<file path="src/sv/rlsg_pkg.sv">
`default_nettype none
package rlsg_pkg;

   localparam int LINE_COUNT_DEFAULT = 224;

   localparam int CFG_INDEX_W = 2;
   localparam int CFG_ADDR_W  = CFG_INDEX_W + 2;
   localparam int CFG_DATA_W  = 32;

   localparam logic [CFG_INDEX_W-1:0] REG_HORIZON_LINE   = 2'd0;
   localparam logic [CFG_INDEX_W-1:0] REG_BASE_HSCROLL   = 2'd1;
   localparam logic [CFG_INDEX_W-1:0] REG_SKY_ZONE_END   = 2'd2;
   localparam logic [CFG_INDEX_W-1:0] REG_CLOUD_ZONE_END = 2'd3;

   localparam logic [7:0] HORIZON_LINE_RESET   = 8'd88;
   localparam logic [9:0] BASE_HSCROLL_RESET   = 10'h3A0;
   localparam logic [7:0] SKY_ZONE_END_RESET   = 8'd96;
   localparam logic [7:0] CLOUD_ZONE_END_RESET = 8'd144;

   localparam logic [5:0] CURVE_RISE_OFS = 6'd16;
   localparam logic [5:0] CURVE_FALL_OFS = 6'd48;

   localparam logic FUNC_START = 1'b0;
   localparam logic FUNC_LINE  = 1'b1;

   typedef struct packed {
      logic              func;
      logic [7:0]        frame_low;
      logic [7:0]        phase;
      logic signed [15:0] shake_x;
      logic signed [15:0] shake_y;
      logic              advance;
   } req_type;

   typedef struct packed {
      logic [7:0]         line_index;
      logic signed [15:0] plane_a_hscroll;
      logic signed [15:0] plane_b_hscroll;
      logic signed [15:0] plane_a_vscroll;
      logic signed [15:0] plane_b_vscroll;
      logic               last_line;
   } rsp_type;

   typedef struct packed {
      logic [7:0] horizon_line;
      logic [9:0] base_hscroll;
      logic [7:0] sky_zone_end;
      logic [7:0] cloud_zone_end;
   } cfg_type;

endpackage
`default_nettype wire

</file>
<file path="src/sv/rlsg_csr.sv">
`default_nettype none
module rlsg_csr import rlsg_pkg::*; (
   input  wire logic                  clock,
   input  wire logic                  reset,
   input  wire logic                  psel,
   input  wire logic                  penable,
   input  wire logic                  pwrite,
   input  wire logic [CFG_ADDR_W-1:0] paddr,
   input  wire logic [CFG_DATA_W-1:0] pwdata,
   output logic      [CFG_DATA_W-1:0] prdata,
   output logic                       pready,
   output cfg_type                    cfg
);

   cfg_type cfg_ff;
   cfg_type cfg_in;
   logic [CFG_INDEX_W-1:0] index;
   logic wr_en;

   assign index  = paddr[CFG_ADDR_W-1:2];
   assign wr_en  = psel & penable & pwrite;
   assign pready = 1'b1;
   assign cfg    = cfg_ff;

   always_comb begin
      cfg_in = cfg_ff;
      if (wr_en) begin
         case (index)
            REG_HORIZON_LINE:   cfg_in.horizon_line   = pwdata[7:0];
            REG_BASE_HSCROLL:   cfg_in.base_hscroll   = pwdata[9:0];
            REG_SKY_ZONE_END:   cfg_in.sky_zone_end   = pwdata[7:0];
            REG_CLOUD_ZONE_END: cfg_in.cloud_zone_end = pwdata[7:0];
            default:            cfg_in = cfg_ff;
         endcase
      end
   end

   always_comb begin
      case (index)
         REG_HORIZON_LINE:   prdata = {24'd0, cfg_ff.horizon_line};
         REG_BASE_HSCROLL:   prdata = {22'd0, cfg_ff.base_hscroll};
         REG_SKY_ZONE_END:   prdata = {24'd0, cfg_ff.sky_zone_end};
         REG_CLOUD_ZONE_END: prdata = {24'd0, cfg_ff.cloud_zone_end};
         default:            prdata = '0;
      endcase
   end

   always_ff @(posedge clock) begin
      if (reset) begin
         cfg_ff.horizon_line   <= HORIZON_LINE_RESET;
         cfg_ff.base_hscroll   <= BASE_HSCROLL_RESET;
         cfg_ff.sky_zone_end   <= SKY_ZONE_END_RESET;
         cfg_ff.cloud_zone_end <= CLOUD_ZONE_END_RESET;
      end else begin
         cfg_ff <= cfg_in;
      end
   end

endmodule
`default_nettype wire

</file>
<file path="src/sv/rlsg_line_engine.sv">
`default_nettype none
module rlsg_line_engine import rlsg_pkg::*; #(
   parameter int LINE_COUNT = LINE_COUNT_DEFAULT
) (
   input  wire logic    clock,
   input  wire logic    reset,
   input  wire logic    req_accept,
   input  wire req_type req_data,
   input  wire cfg_type cfg,
   output logic         push_valid,
   output rsp_type      push_data
);

   localparam int LC_W = $clog2(LINE_COUNT + 1);

   logic [LC_W-1:0] line_counter_ff, line_counter_in;
   logic [20:0]     bend_acc_ff, bend_acc_in;
   logic [14:0]     bend_step_ff, bend_step_in;
   logic [20:0]     streak_acc_ff, streak_acc_in;
   logic [5:0]      curve_ff, curve_in;
   logic [11:0]     streak_inc_ff, streak_inc_in;
   logic [15:0]     shake_x_ff, shake_x_in;
   logic [15:0]     shake_y_ff, shake_y_in;

   logic [5:0]  tri_val;
   logic [5:0]  new_curve;
   logic        skip;
   logic        active;
   logic        below_horizon;
   logic [15:0] base16, bend16, streak16, sx4, a_val, b_val;

   assign tri_val   = req_data.frame_low[7:2];
   assign new_curve = tri_val[5] ? 6'(CURVE_FALL_OFS - tri_val) : 6'(tri_val - CURVE_RISE_OFS);
   assign skip = req_data.advance & req_data.frame_low[0] &
                 (req_data.shake_x == 16'sd0) & (req_data.shake_y == 16'sd0);

   assign active        = 9'(line_counter_ff) < 9'(LINE_COUNT);
   assign below_horizon = 9'(line_counter_ff) >= 9'(cfg.horizon_line);

   assign base16   = {{6{cfg.base_hscroll[9]}}, cfg.base_hscroll};
   assign bend16   = {{9{bend_acc_ff[20]}}, bend_acc_ff[20:14]};
   assign streak16 = {3'd0, streak_acc_ff[20:8]};
   assign sx4      = {{2{shake_x_ff[15]}}, shake_x_ff[15:2]};

   always_comb begin
      if (below_horizon) begin
         a_val = base16 + bend16 - streak16 + shake_x_ff;
      end else begin
         a_val = base16 + shake_x_ff;
      end
      if (9'(line_counter_ff) < 9'(cfg.sky_zone_end)) begin
         b_val = base16 + sx4;
      end else if (9'(line_counter_ff) < 9'(cfg.cloud_zone_end)) begin
         b_val = base16 + {{13{curve_ff[5]}}, curve_ff[5:3]} + sx4;
      end else begin
         b_val = base16 - {{12{curve_ff[5]}}, curve_ff[5:2]} + sx4;
      end
   end

   assign push_valid                = req_accept & (req_data.func == FUNC_LINE) & active;
   assign push_data.line_index      = 8'(line_counter_ff);
   assign push_data.plane_a_hscroll = a_val;
   assign push_data.plane_b_hscroll = b_val;
   assign push_data.plane_a_vscroll = shake_y_ff - {6'd0, streak_inc_ff[11:2]};
   assign push_data.plane_b_vscroll = {{2{shake_y_ff[15]}}, shake_y_ff[15:2]};
   assign push_data.last_line       = line_counter_ff == LC_W'(LINE_COUNT - 1);

   always_comb begin
      line_counter_in = line_counter_ff;
      bend_acc_in     = bend_acc_ff;
      bend_step_in    = bend_step_ff;
      streak_acc_in   = streak_acc_ff;
      curve_in        = curve_ff;
      streak_inc_in   = streak_inc_ff;
      shake_x_in      = shake_x_ff;
      shake_y_in      = shake_y_ff;
      if (req_accept && req_data.func == FUNC_START) begin
         curve_in        = new_curve;
         streak_inc_in   = 12'(req_data.frame_low[4:1]) * 12'(req_data.phase);
         shake_x_in      = req_data.shake_x;
         shake_y_in      = req_data.shake_y;
         bend_acc_in     = '0;
         bend_step_in    = {{9{new_curve[5]}}, new_curve};
         streak_acc_in   = '0;
         line_counter_in = skip ? LC_W'(LINE_COUNT) : '0;
      end else if (push_valid) begin
         line_counter_in = line_counter_ff + 1'b1;
         if (below_horizon) begin
            bend_acc_in   = bend_acc_ff + {{6{bend_step_ff[14]}}, bend_step_ff};
            bend_step_in  = bend_step_ff + {{8{curve_ff[5]}}, curve_ff, 1'b0};
            streak_acc_in = streak_acc_ff + {9'd0, streak_inc_ff};
         end
      end
   end

   always_ff @(posedge clock) begin
      if (reset) begin
         line_counter_ff <= LC_W'(LINE_COUNT);
         bend_acc_ff     <= '0;
         bend_step_ff    <= '0;
         streak_acc_ff   <= '0;
         curve_ff        <= '0;
         streak_inc_ff   <= '0;
         shake_x_ff      <= '0;
         shake_y_ff      <= '0;
      end else begin
         line_counter_ff <= line_counter_in;
         bend_acc_ff     <= bend_acc_in;
         bend_step_ff    <= bend_step_in;
         streak_acc_ff   <= streak_acc_in;
         curve_ff        <= curve_in;
         streak_inc_ff   <= streak_inc_in;
         shake_x_ff      <= shake_x_in;
         shake_y_ff      <= shake_y_in;
      end
   end

   a_counter_range: assert property (@(posedge clock) disable iff (reset)
      9'(line_counter_ff) <= 9'(LINE_COUNT))
      else $error("line counter beyond line count");

   a_counter_step: assert property (@(posedge clock) disable iff (reset)
      push_valid |=> line_counter_ff == LC_W'($past(line_counter_ff) + 1'b1))
      else $error("line counter did not advance after a line word");

   a_start_restart: assert property (@(posedge clock) disable iff (reset)
      (req_accept && req_data.func == FUNC_START && !skip) |=>
         (line_counter_ff == '0 && bend_acc_ff == '0 && streak_acc_ff == '0))
      else $error("start word did not restart the frame");

endmodule
`default_nettype wire

</file>
<file path="src/sv/rlsg_out_buf.sv">
`default_nettype none
module rlsg_out_buf import rlsg_pkg::*; (
   input  wire logic    clock,
   input  wire logic    reset,
   input  wire logic    push_valid,
   input  wire rsp_type push_data,
   output logic         space,
   output logic         rsp_valid,
   input  wire logic    rsp_ready,
   output rsp_type      rsp_data
);

   logic    main_valid_ff, main_valid_in;
   logic    skid_valid_ff, skid_valid_in;
   rsp_type main_ff, main_in;
   rsp_type skid_ff, skid_in;
   logic    pop;

   assign pop       = main_valid_ff & rsp_ready;
   assign space     = ~skid_valid_ff;
   assign rsp_valid = main_valid_ff;
   assign rsp_data  = main_ff;

   always_comb begin
      main_valid_in = main_valid_ff;
      skid_valid_in = skid_valid_ff;
      main_in       = main_ff;
      skid_in       = skid_ff;
      if (skid_valid_ff) begin
         if (pop) begin
            main_in       = skid_ff;
            skid_valid_in = 1'b0;
         end
      end else if (push_valid) begin
         if (!main_valid_ff || pop) begin
            main_in       = push_data;
            main_valid_in = 1'b1;
         end else begin
            skid_in       = push_data;
            skid_valid_in = 1'b1;
         end
      end else if (pop) begin
         main_valid_in = 1'b0;
      end
   end

   always_ff @(posedge clock) begin
      if (reset) begin
         main_valid_ff <= 1'b0;
         skid_valid_ff <= 1'b0;
      end else begin
         main_valid_ff <= main_valid_in;
         skid_valid_ff <= skid_valid_in;
      end
      main_ff <= main_in;
      skid_ff <= skid_in;
   end

   a_skid_needs_main: assert property (@(posedge clock) disable iff (reset)
      skid_valid_ff |-> main_valid_ff)
      else $error("skid entry held without a main entry");

   a_no_push_when_full: assert property (@(posedge clock) disable iff (reset)
      skid_valid_ff |-> !push_valid)
      else $error("word pushed into a full buffer");

   a_skid_holds: assert property (@(posedge clock) disable iff (reset)
      (skid_valid_ff && !rsp_ready) |=> (skid_valid_ff && $stable(skid_ff)))
      else $error("skid entry lost while stalled");

endmodule
`default_nettype wire

</file>
<file path="src/sv/road_line_scroll_generator.sv">
// A line word's result is registered in the output buffer: main entry, or skid entry while main waits.
// Throughput: one word per cycle while req_ready is high; a start word gives no result.
// A two-entry output buffer keeps req_ready high while one result word waits on rsp_ready.
// Reset: synchronous, active high; registers return to their defaults, no frame active.
`default_nettype none
module road_line_scroll_generator import rlsg_pkg::*; #(
   parameter int LINE_COUNT = LINE_COUNT_DEFAULT
) (
   input  wire logic                  clock,
   input  wire logic                  reset,
   input  wire logic                  req_valid,
   output logic                       req_ready,
   input  wire req_type               req_data,
   output logic                       rsp_valid,
   input  wire logic                  rsp_ready,
   output rsp_type                    rsp_data,
   input  wire logic                  psel,
   input  wire logic                  penable,
   input  wire logic                  pwrite,
   input  wire logic [CFG_ADDR_W-1:0] paddr,
   input  wire logic [CFG_DATA_W-1:0] pwdata,
   output logic      [CFG_DATA_W-1:0] prdata,
   output logic                       pready
);

   cfg_type cfg;
   logic    req_accept;
   logic    push_valid;
   rsp_type push_data;
   logic    space;

   assign req_ready  = space;
   assign req_accept = req_valid & space;

   rlsg_csr u_csr (
      .clock   (clock),
      .reset   (reset),
      .psel    (psel),
      .penable (penable),
      .pwrite  (pwrite),
      .paddr   (paddr),
      .pwdata  (pwdata),
      .prdata  (prdata),
      .pready  (pready),
      .cfg     (cfg)
   );

   rlsg_line_engine #(
      .LINE_COUNT (LINE_COUNT)
   ) u_engine (
      .clock      (clock),
      .reset      (reset),
      .req_accept (req_accept),
      .req_data   (req_data),
      .cfg        (cfg),
      .push_valid (push_valid),
      .push_data  (push_data)
   );

   rlsg_out_buf u_out_buf (
      .clock      (clock),
      .reset      (reset),
      .push_valid (push_valid),
      .push_data  (push_data),
      .space      (space),
      .rsp_valid  (rsp_valid),
      .rsp_ready  (rsp_ready),
      .rsp_data   (rsp_data)
   );

endmodule
`default_nettype wire
</file>
<file path="config.mk">
export PLATFORM = sky130hd
export DESIGN_NAME = road_line_scroll_generator
export DESIGN_NICKNAME = d
export VERILOG_FILES = /design/src/sv/rlsg_pkg.sv /design/src/sv/rlsg_csr.sv /design/src/sv/rlsg_line_engine.sv /design/src/sv/rlsg_out_buf.sv /design/src/sv/road_line_scroll_generator.sv
export SDC_FILE = /design/constraint.sdc
export NUM_CORES = 1
export LEC_CHECK = 0
export BUFFER_PORTS_ARGS = -buffer_cell sky130_fd_sc_hd__buf_2
export CELL_PAD_IN_SITES_DETAIL_PLACEMENT = 0
export CELL_PAD_IN_SITES_GLOBAL_PLACEMENT = 1
export CORE_ASPECT_RATIO = 1.25
export CORE_MARGIN = 10
export CORE_UTILIZATION = 40
export CTS_CLUSTER_SIZE = 20
export DETAILED_ROUTE_END_ITERATION = 10
export GPL_TIMING_DRIVEN = 0
export PLACE_DENSITY_LB_ADDON = 0.15
export SYNTH_ARGS = -nofsm -noshare
export SYNTH_HDL_FRONTEND = slang
export SYNTH_SLANG_ARGS = --single-unit
</file>
<file path="constraint.sdc">
create_clock -name clock -period 6 [get_ports clock]
set_input_delay 0.9 -clock clock [delete_from_list [all_inputs] [get_ports clock]]
set_output_delay 0.9 -clock clock [all_outputs]
set_load 0.005 [all_outputs]
</file>
-- After elaboration in Yosys (flattened, before gate mapping)
Cells that the tools add are included.
Widths: inputs -> output; s select.
- logic and storage cells: 108
- bits in registers: 295
- bitwise logic cells: 12
- order comparisons: 4
- reduce and logical (&&, ||, !) cells: 21
- $mul: 1
- equality and inequality tests: 6
- multiplexer cells: 22
- $add $sub $neg: 16
- operators by type and width (kind ; number):
    $mux 73 ; 4
    $pmux 32 s4 ; 1
    $mux 16 ; 3
    $mux 15 ; 3
    $add 16x16->16 ; 2
    $logic_not 16->1 ; 2
    $add 11x14->15 ; 2
    $mux 8 ; 3
    $add 21x12->21 ; 1
    $add 21x21->21 ; 1
    $lt 8x8->1 ; 2
    $sub 16x10->16 ; 1
    $sub 16x13->16 ; 1
    $add 10x14->15 ; 1
    $add 15x15->15 ; 1
    $mul 4x8->12 ; 1
    $reduce_and 2->1 ; 6
    $add 10x3->11 ; 1
    $add 10x7->11 ; 1
    $sub 10x4->11 ; 1
    $reduce_bool 2->1 ; 5
    $and 1x1->1 ; 9
    $reduce_and 3->1 ; 3
    $add 8x1->8 const B ; 1
    other kinds (17) ; 26

-- Longest topological paths before layout
- depth after elaboration: 7
- gate-level depth with buffers: 18
- mapped depth without buffers: 18

-- Hierarchy
From an unflattened synthesis, not the netlist that was laid out.
- cell total of the unflattened synthesis: 2127
- area total of the unflattened synthesis: 20448.4 um^2
- modules (own cells, without submodules) (module ; sequential area each (um^2) ; cells an instance ; instances ; area each (um^2)):
    rlsg_line_engine ; 2302.2 ; 1713 ; 1 ; 13165.1
    rlsg_out_buf ; 4424.2 ; 241 ; 1 ; 5460.2
    rlsg_csr ; 680.7 ; 172 ; 1 ; 1816.7
    road_line_scroll_generator ; 0.0 ; 1 ; 1 ; 6.3

-- Least setup slack after synthesis
No wires, ideal clock.
- path kind: input to register
- start point: in req_valid
- end point: reg u_out_buf.main_ff (netlist bit u_out_buf.rsp_data[0]), enable pin
- required time: 5.479 ns
- stages: 5
- slack: 0.449 ns
- library setup time: 0.521 ns
- arrival: 5.029 ns
- cell sequence: nor2b_1 > and3_1 > clkbuf_1 > a21oi_1 > a21oi_1
- cells in the longest elaborated chain, start to end: 5
- ends and longest elaborated chain (item ; line ; source):
    from (decl) ; road_line_scroll_generator.sv:11 ; input wire logic req_valid,
    $and 1x1->1 ; road_line_scroll_generator.sv:33 ; assign req_accept = req_valid & space;
    $and 1x1->1 (2 in a row) ; rlsg_line_engine.sv:60 ; assign push_valid = req_accept & (req_data.func == FUNC_LINE) & active;
    $reduce_bool 2->1 (no line) ; n/a ;
    $reduce_and 3->1 (no line) ; n/a ;
    to (signal assigned) ; rlsg_out_buf.sv:55 ; main_ff <= main_in;
    to (decl) ; rlsg_out_buf.sv:15 ; rsp_type main_ff, main_in;
No other way between the ends.
A chain may end at the register's enable or synchronous reset.

==> flow_metrics.py <==
metrics = {
    "status": {
        "status": "finished, final reports clean",
    },
    "layout": {
        "final_common_cell": "nand2_1",
        "drive_gt1_share_pct": 12.60,
        "stdcell_area_um2": 23090,
        "area_delta_synth_final_pct": 14.46,
        "layout.nets": 2716,
        "num-fill-cells": 4932,
        "final_cell_mix": "264 x nand2_1, 180 x inv_1, 176 x a21oi_1, 176 x ha_1, 153 x buf_2",
        "fin_util_pct": 46.52,
    },
    "global_routing": {
        "grt_max_degree": 61,
        "grt_use_total_pct": 19.87,
        "gr-total-overflow": 0,
        "busiest_layer": "met2",
        "antenna_found_initial": 1,
        "use_met1_pct": 24.04,
        "grt_pass1_vias": 16510,
        "grt_use_met2_pct": 35.34,
        "grt_pass1_wl_mm": 94.99,
        "grt.met3_usage_pct": 2.427,
    },
    "timing": {
        "tightest_slew_ns": 1.421,
        "finalHoldViolations": 0,
        "post-route-period-util_pct": 92.83,
        "post-route-min-period_ns": 5.570,
        "holdWs_ns": 0.4550,
        "report.final.slew_viol_count": 0,
        "setup_viol": 0,
        "rsz0062_at_grt": "no",
        "maxSlewHeadroom_pct": 5.144,
        "finalClockSkew_ns": 0.01426,
        "tns_ns": 0,
        "max_freq_ghz": 0.1795,
    },
    "placement": {
        "portBuffers": 153,
        "dpl.hpwl_mm": 48.67,
        "placed_area_um2": 21930,
        "gp_congestion": 0.8730,
    },
    "hold_path": {
        "hold_class": "flip-flop to flip-flop",
        "whs_endpoint": "u_engine.bend_acc_ff[5]",
        "hold_path_depth": 2,
        "hp-start": "u_engine.bend_acc_ff[5]",
    },
    "worst_setup_path": {
        "endpoint_kind": "flip-flop",
        "r2r_slack_ns": 0.43,
        "cp_cell_sequence": "ha_1 > fa_1 > a21oi_1 > o21ai_1 > a2111oi_1 > nor2_1 > xor2_1 > fa_1 > ha_1 > a21o_1 > or4_1 > o21a_1 > a41oi_1 > nor2b_1 > xor2_1 > o211ai_1 > mux2_2",
        "worst_ep_required_time_ns": 6.28,
        "r2r_end": "u_out_buf.rsp_data[61]",
        "crit_arrival_ns": 5.85,
        "critical_path.max_stage_delay_ns": 0.62,
        "setup.worst_path.start_class": "flip-flop",
        "slowest_stage": "a2111oi_1",
        "path_class": "flip-flop to flip-flop",
        "cp_max_fo": 7,
        "r2r-start": "u_csr.cfg[16]",
        "cp_num_buf_inv": 0,
        "rr_worst_depth": 17,
        "critPathTopFamily": "compound AO/OA/AOI/OAI gates",
    },
    "clock_network": {
        "clock-sinks": 291,
        "cts_root_buf": "clkbuf_16",
        "clockBufferDepth": 3,
        "post_cts_buffers": 0,
        "h-tree-depth": 2,
        "cts_buffers": 35,
        "clk_latency_ns": 0.54,
        "cts.clk_slew.worst_paths_ns": 0.06,
        "cts_tree": "done",
    },
    "yosys": {
        "seq_area_frac_synth_pct": 35.82,
        "syn_area_um2": 20180,
        "synth_flop_cell": "dfxtp_1",
        "synth.distinct_cells": 74,
        "yosys_warnings": 0,
        "syn_inst": 2172,
        "avgSynthCellArea_um2": 9.290,
        "yosys_register_bits": 291,
        "synth_edf_count": 140,
        "synthArstFlopShare_pct": 0,
    },
    "die": {
        "initial_core_util_pct": 40.64,
        "die_y_um": 271.1,
        "die-area_um2": 59880,
        "row_count": 91,
        "design.core.area_um2": 49640,
        "die_x_um": 220.9,
        "pin_count": 201,
    },
    "drt": {
        "first_pass_iters": 5,
        "drt_iter0_drc": 950,
        "totalWireLength_mm": 61.55,
        "vias": 16500,
        "drcViolationCount": 0,
        "viasPerCell": 5.385,
        "antenna_left": 0,
        "wire_per_inst_um": 20.08,
    },
    "job": {
        "max_cap_violations": 0,
    },
    "power": {
        "power_density_nw_per_um2": 260.6,
        "p_total_mw": 6.018,
        "ir_drop_mv": 0.1788,
        "leakage_nw": 9.789,
    },
}
-- logic make-up after synthesis --
family                   Yosys count  share of synthesized area [%]
AO/OA/AOI/OAI                    529                          16.79
XOR/XNOR                         105                          4.558
adder cells (fa/ha/maj)          237                          16.97
buffers and inverters            277                          5.637
flip-flops                       291                          35.82
multiplexers                      97                          5.618
other                              2                        0.03722
AND/OR/NAND/NOR                  634                          14.57
-- synthesized netlist by cell type (7+ instances only) --
cell	number	share of area [%]
a211oi_1	21	0.78
a21boi_1	7	0.26
a21o_1	44	1.6
a21oi_1	177	4.4
a221oi_1	8	0.35
a31o_1	7	0.30
a31oi_1	21	0.65
and2_1	25	0.78
and3_1	7	0.22
buf_1	9	0.17
buf_4	26	0.97
clkbuf_1	61	1.1
dfxtp_1	151	15
edfxtp_1	140	21
fa_1	61	6.1
ha_1	176	11
inv_1	180	3.3
mux2_2	50	2.8
mux2i_1	39	1.9
mux4_2	8	0.89
nand2_1	264	4.9
nand2b_1	17	0.53
nand3_1	40	0.99
nand4_1	14	0.43
nor2_1	138	2.6
nor2b_1	23	0.71
nor3_1	26	0.64
nor3b_1	7	0.26
nor4_1	16	0.50
o211ai_1	23	0.86
o21a_1	26	0.97
o21ai_0	59	1.5
o21ai_1	29	0.72
o21bai_1	12	0.45
o22ai_1	7	0.22
o31ai_1	22	0.82
or3_1	20	0.62
or4_1	18	0.67
xnor2_1	67	2.9
xor2_1	38	1.6
-- layout make-up --
| type | count | area (um2) | area share [%] |
|---|---|---|---|
| diodes | 1 | 2.502 | 0.01084 |
| flip-flops and latches | 291 | 7227 | 31.29 |
| plain buffers | 96 | 457.9 | 1.983 |
| multi-input cells | 1625 | 11910 | 51.57 |
| well taps | 651 | 814.5 | 3.527 |
| clock inverters | 17 | 190.2 | 0.8235 |
| inverters | 181 | 679.4 | 2.942 |
| repair buffers | 156 | 840.8 | 3.641 |
| clock buffers | 47 | 973.4 | 4.215 |
-- registers in the layout, indices dropped and copies added, names as in the netlist --
signal                    flops
u_engine.shake_y_ff          16
u_engine.streak_acc_ff       21
u_engine.streak_inc_ff       12
u_out_buf.rsp_data           70
u_out_buf.skid_valid_ff       1
u_engine.bend_step_ff        15
u_csr.cfg                    34
u_engine.curve_ff             6
u_engine.line_counter_ff      8
u_out_buf.rsp_valid           1
u_engine.bend_acc_ff         21
u_engine.shake_x_ff          16
u_out_buf.skid_ff            70
-- layer usage --
layer | vias up | wire, um
met5 | - | 0
met4 | 0 | 2121
li1 | 8137 | -
met2 | 334 | 30970
met3 | 103 | 2319
met1 | 7930 | 26140
-- per-stage QoR --
stage | setup WS (ns) | std cells
floorplan | 0.4492 | 2193
global placement | -2.089 | 2997
detailed placement | 0.3513 | 3000
CTS | 0.2980 | 3064
global route | 0.07626 | 3065
finish | 0.4303 | 3065
-- worst reg2reg max path: stages (launching register included) --
cell	delay [ns]
dfxtp_1	0.46
ha_1	0.32
fa_1	0.41
a21oi_1	0.20
o21ai_1	0.11
a2111oi_1	0.62
nor2_1	0.16
xor2_1	0.26
fa_1	0.46
ha_1	0.38
a21o_1	0.25
or4_1	0.40
o21a_1	0.21
a41oi_1	0.27
nor2b_1	0.19
xor2_1	0.20
o211ai_1	0.12
mux2_2	0.29
-- power by group --
group          switching [mW]  leakage (nW)  total (mW)  internal, mW
sequential             0.0704          2.53        2.30          2.23
combinational           0.897          6.69        1.55         0.648
clock                   0.891         0.568        2.18          1.29
total                    1.86          9.79        6.02          4.16
-- how the worst max path moves through the flow --
stage                       startpoint                endpoint  slack, ns  cells after the start
2_1_floorplan                req_valid   u_out_buf.rsp_data[0]       0.45                      5
3_3_place_gp   u_out_buf.skid_valid_ff  u_out_buf.rsp_data[17]      -2.09                      4
3_5_place_dp             u_csr.cfg[16]  u_out_buf.rsp_data[61]       0.35                     17
4_1_cts                  u_csr.cfg[16]  u_out_buf.rsp_data[61]       0.30                     17
5_1_grt                  u_csr.cfg[16]  u_out_buf.rsp_data[61]       0.08                     17
6_report                 u_csr.cfg[16]  u_out_buf.rsp_data[61]       0.43                     17
-- repair_timing --
| action | 4_1_cts | 5_1_grt |
|---|---|---|
| hold buffers | 0 | 0 |
| setup endpoints to repair | 0 | 3 |
| resized for setup | 0 | 1 |
Power figures use the tool's default switching activity.
